**src/rtl/core/lsc_pkg.sv**
```systemverilog
package lsc_pkg;

  // Sensor arrangement.
  localparam int FRONT_SENSORS    = 9;
  localparam int POSITION_SENSORS = 5;
  localparam int CHANNELS         = FRONT_SENSORS + 3;
  localparam int REAR_LEFT        = FRONT_SENSORS;
  localparam int REAR_RIGHT       = FRONT_SENSORS + 1;
  localparam int LAST_CH          = CHANNELS - 1;
  localparam int CENTER_BIT       = FRONT_SENSORS / 2;
  localparam int WINDOW_START     = (FRONT_SENSORS - POSITION_SENSORS) / 2;

  // Field widths.
  localparam int OP_W     = 3;
  localparam int CH_W     = 4;
  localparam int RD_W     = 10;
  localparam int PIN_W    = 2;
  localparam int MASK_W   = FRONT_SENSORS;
  localparam int COUNT_W  = $clog2(FRONT_SENSORS + 1);
  localparam int POS_W    = 12;
  localparam int PAIR_W   = 2;
  localparam int CH_IDX_W = $clog2(CHANNELS);

  localparam int FULL_SCALE  = 1023;
  localparam int STEP_WEIGHT = 1000;
  localparam int CENTER_POS  = (POSITION_SENSORS - 1) * STEP_WEIGHT / 2;

  // Position divider sizing.
  localparam int SUM_MAX    = STEP_WEIGHT * POSITION_SENSORS * (POSITION_SENSORS - 1) / 2;
  localparam int SUM_W      = (SUM_MAX > 0) ? $clog2(SUM_MAX + 1) : 1;
  localparam int N_W        = $clog2(POSITION_SENSORS + 1);
  localparam int STEP_CNT_W = (SUM_W > 1) ? $clog2(SUM_W) : 1;

  localparam int QUEUE_DEPTH = 2;

  typedef enum logic [OP_W-1:0] {
    OP_CLEAR   = 3'd0,
    OP_WHITE   = 3'd1,
    OP_BLACK   = 3'd2,
    OP_THRESH  = 3'd3,
    OP_MEASURE = 3'd4
  } op_t;

  typedef enum logic [1:0] {
    ST_IDLE,
    ST_THRESH,
    ST_DIVIDE,
    ST_DELIVER
  } back_state_t;

  typedef struct packed {
    op_t                 op;
    logic [CH_IDX_W-1:0] ch;
    logic [RD_W-1:0]     reading;
    logic [PIN_W-1:0]    pins;
  } cmd_t;

endpackage

```
**src/rtl/core/lsc_fifo.sv**
```systemverilog
module lsc_fifo import lsc_pkg::*; #(
  parameter int DEPTH = QUEUE_DEPTH
) (
  input  logic clk,
  input  logic rst,
  input  logic push,
  input  cmd_t push_cmd,
  output logic full,
  input  logic pop,
  output logic head_valid,
  output cmd_t head_cmd
);

  localparam int PTR_W = (DEPTH > 1) ? $clog2(DEPTH) : 1;
  localparam int CNT_W = $clog2(DEPTH + 1);
  localparam logic [PTR_W-1:0] LAST_PTR = PTR_W'(DEPTH - 1);

  cmd_t             slots [DEPTH];
  logic [PTR_W-1:0] wr_ptr;
  logic [PTR_W-1:0] rd_ptr;
  logic [CNT_W-1:0] count;

  assign full       = (count == CNT_W'(DEPTH));
  assign head_valid = (count != '0);
  assign head_cmd   = slots[rd_ptr];

  always_ff @(posedge clk) begin
    if (rst) begin
      wr_ptr <= '0;
      rd_ptr <= '0;
      count  <= '0;
    end else begin
      if (push) begin
        slots[wr_ptr] <= push_cmd;
        wr_ptr <= (wr_ptr == LAST_PTR) ? '0 : wr_ptr + PTR_W'(1);
      end
      if (pop) begin
        rd_ptr <= (rd_ptr == LAST_PTR) ? '0 : rd_ptr + PTR_W'(1);
      end
      if (push && !pop) begin
        count <= count + CNT_W'(1);
      end else if (pop && !push) begin
        count <= count - CNT_W'(1);
      end
    end
  end

endmodule

```
**config.mk**
```make
export PLATFORM = sky130hd
export DESIGN_NAME = lsc_fifo
export DESIGN_NICKNAME = d
export VERILOG_FILES = /design/src/rtl/core/lsc_pkg.sv /design/src/rtl/core/lsc_fifo.sv
export SDC_FILE = /design/constraint.sdc
export NUM_CORES = 1
export LEC_CHECK = 0
export BUFFER_PORTS_ARGS = -buffer_cell sky130_fd_sc_hd__buf_2
export CAP_MARGIN = 20
export CORE_UTILIZATION = 30
export CTS_BUF_LIST = sky130_fd_sc_hd__clkbuf_16
export DETAILED_ROUTE_END_ITERATION = 16
export SYNTH_ARGS = -nofsm -noshare
export SYNTH_HDL_FRONTEND = slang
export SYNTH_SLANG_ARGS = --single-unit
```
**constraint.sdc**
```tcl
create_clock -name clk -period 3.11 [get_ports clk]
set_clock_uncertainty 0.2 [all_clocks]
set_input_delay 0.622 -clock clk [delete_from_list [all_inputs] [get_ports clk]]
set_output_delay 0.622 -clock clk [all_outputs]
set_load 0.05 [all_outputs]
```
==> impl_metrics.ini <==
[status]
status = finished, final reports clean

[detailed_routing]
dr_total_vias = 853
drc = 0
via_per_inst = 4.20
ant_nets = 0
drt-total-wl_um = 2740
wl_per_cell_um = 13.5
drt-pass1-iter-count = 2
drtIter0Drc = 25

[worst_setup_path]
required_ns = 2.29
start_kind = register
r2r_cells = 2
crit_path_end = head_cmd[10]
crit_path_max_fanout = 17
rr_endpoint = slots[1][10]$_DFFE_PP_
r2r-start = wr_ptr$_SDFFE_PP0P_
arrival_ns = 1.48
crit_type = register to output pin
endpoint_kind = output pin
r2r_slack_ns = 1.75

[cells_and_area]
layout-drive-gt1-share = 0.564
fillCellCount = 474
regArea_mm2 = 0.00124
layout.nets = 156
multi_input_area_um2 = 329
fin_area_mm2 = 0.00206
antenna_cells = 0
area_growth_pct = 30.2
final_util = 0.404

[logic_synthesis]
yosys_register_bits = 43
synth_nets = 105
synth_area_per_cell_um2 = 19.6
synthTopCellsByArea = edfxtp_1, mux2_2, dfxtp_1, xnor2_1, xor2_1
netlist_instances = 81
synthTopCellsByCount = edfxtp_1, mux2_2, dfxtp_1, nor2_1
yosys_warnings = 0
synth.distinct_cells = 17
yosysMostFrequentCell = edfxtp_1
synth_area_mm2 = 0.00159
synth_edf_count = 38
synth_top_area_frac = 0.720
synthArstFlopShare = 0
seq_area_frac_synth = 0.783
synth_ff_type = edfxtp_1
yosys.area.top_type = edfxtp_1

[die]
fp.dieH_um = 74.7
die-area_mm2 = 0.00558
rows = 26
dieWidth_um = 74.7
core_area_mm2 = 0.00511
ios = 44
initial_utilization = 0.310

[clock_network]
worst_skew_pair.late_latency_ns = 0.27
ctsHoldBuffers = 0
htreeDepth = 2
cts_made_buffers = 5
cts_tree = yes
cts_buffer_depth = 2
cts_root_buffer = clkbuf_16
clk_pin_slew_worst_paths_ns = 0.06
cts.sinks = 43
cts_resized = 0
cts_setup_buffers = 0

[job]
cap_violations = 0

[power]
ir_drop_mv = 0.223
power.density_mw_per_mm2 = 701
leakagePower_nw = 0.790

[place]
hpwl_um = 1900
dpl_cell_area_mm2 = 0.00190
place.port_buffers = 43
gp_congestion = 0.603

[sta]
hold_viol_final = 0
worstMarginPinSlew_ns = 0.274
finalCritPeriodShare = 0.739
tns_ns = 0
max_slew_margin = 0.818
setup_viol = 0
slew_violations = 0
fmax_mhz = 435
period_needed_ns = 2.30
grt_setup_unrepaired = false

[global_routing]
grt_overflow_total = 0
grt_antenna_before_repair = 0
grt_max_degree = 20
grt_pass1_vias = 831
grt_usage = 0.0997
grt_pass1_wl_um = 3880

[worst_hold_path]
hp-class = register to register
-- layout by cell type (no fill, tap or decap) --
cell	n
dfxtp_1	5
xor2_1	2
ha_1	1
buf_4	3
and3b_1	1
mux2_2	19
o21ai_0	1
buf_2	43
or3_1	1
bufinv_16	1
xnor2_1	2
inv_1	1
edfxtp_1	38
nor3b_2	1
clkbuf_16	5
and2b_2	1
clkinv_2	1
clkinv_1	1
a21oi_1	1
nor2_1	4
or2_2	1
-- where the power goes --
part / switching (mW) / internal [mW]
clock: 0.190 / 0.374
combinational: 0.147 / 0.0669
sequential: 0.0105 / 0.658
total: 0.348 / 1.10
-- registers in the layout, summed over array words and instances, names as in the netlist, named ones only --
register and flops:
wr_ptr 1, rd_ptr 1, count 2, slots 38
-- how the worst min path moves through the flow --
| stage | endpoint | cells past startpoint | start |
|---|---|---|---|
| floorplan | count[1]$_SDFFE_PP0P_ | 2 | count[1]$_SDFFE_PP0P_ |
| global placement | count[1]$_SDFFE_PP0P_ | 2 | count[1]$_SDFFE_PP0P_ |
| detailed placement | count[1]$_SDFFE_PP0P_ | 2 | count[1]$_SDFFE_PP0P_ |
| CTS | count[1]$_SDFFE_PP0P_ | 2 | count[1]$_SDFFE_PP0P_ |
| global route | slots[1][5]$_DFFE_PP_ | 1 | push_cmd[5] |
| finish | count[1]$_SDFFE_PP0P_ | 2 | count[1]$_SDFFE_PP0P_ |
-- worst max-delay path, cell delays in order, from the launching register on --
cell,delay [ns]
dfxtp_1,0.35
buf_4,0.27
mux2_2,0.37
buf_2,0.21
-- cell families (layout without fill, tap and decap cells) --
| family | Yosys count | in the layout | share of synthesized area |
|---|---|---|---|
| buf+inv | 3 | 55 | 0.0126 |
| fa+ha+maj | 1 | 1 | 0.00789 |
| xor+xnor | 4 | 4 | 0.0221 |
| mux | 19 | 19 | 0.135 |
| flops | 43 | 43 | 0.783 |
| compound gates | 2 | 2 | 0.00631 |
| simple gates | 9 | 9 | 0.0332 |
-- per-stage QoR --
step | setup WS [ns] | hold slack (ns) | power [mW] | instances
3_5_place_dp | 1.08 | 0.316 | 0.897 | 195
2_1_floorplan | 0.413 | 0.256 | 0.841 | 81
6_report | 0.811 | 0.331 | 1.45 | 203
5_1_grt | 0.743 | 0.324 | 1.50 | 203
4_1_cts | 0.787 | 0.324 | 1.47 | 203
3_3_place_gp | 1.10 | 0.273 | 0.890 | 195
-- final cells by class --
| class | count | area share |
|---|---|---|
| Clock inverter | 3 | 0.0188 |
| Timing Repair Buffer | 46 | 0.115 |
| Multi-Input combinational cell | 35 | 0.159 |
| Inverter | 1 | 0.00182 |
| Sequential cell | 43 | 0.602 |
| Clock buffer | 5 | 0.0606 |
| Tap cell | 70 | 0.0424 |
-- layer usage --
layer	up-vias	track usage	share of wire
met5	-	0	0
met4	0	0.0377	0.0080
met3	2	0.0428	0.069
met2	29	0.188	0.55
met1	417	0.0948	0.38
li1	405	-	-
No activity file was read; power rests on OpenSTA's default activity.
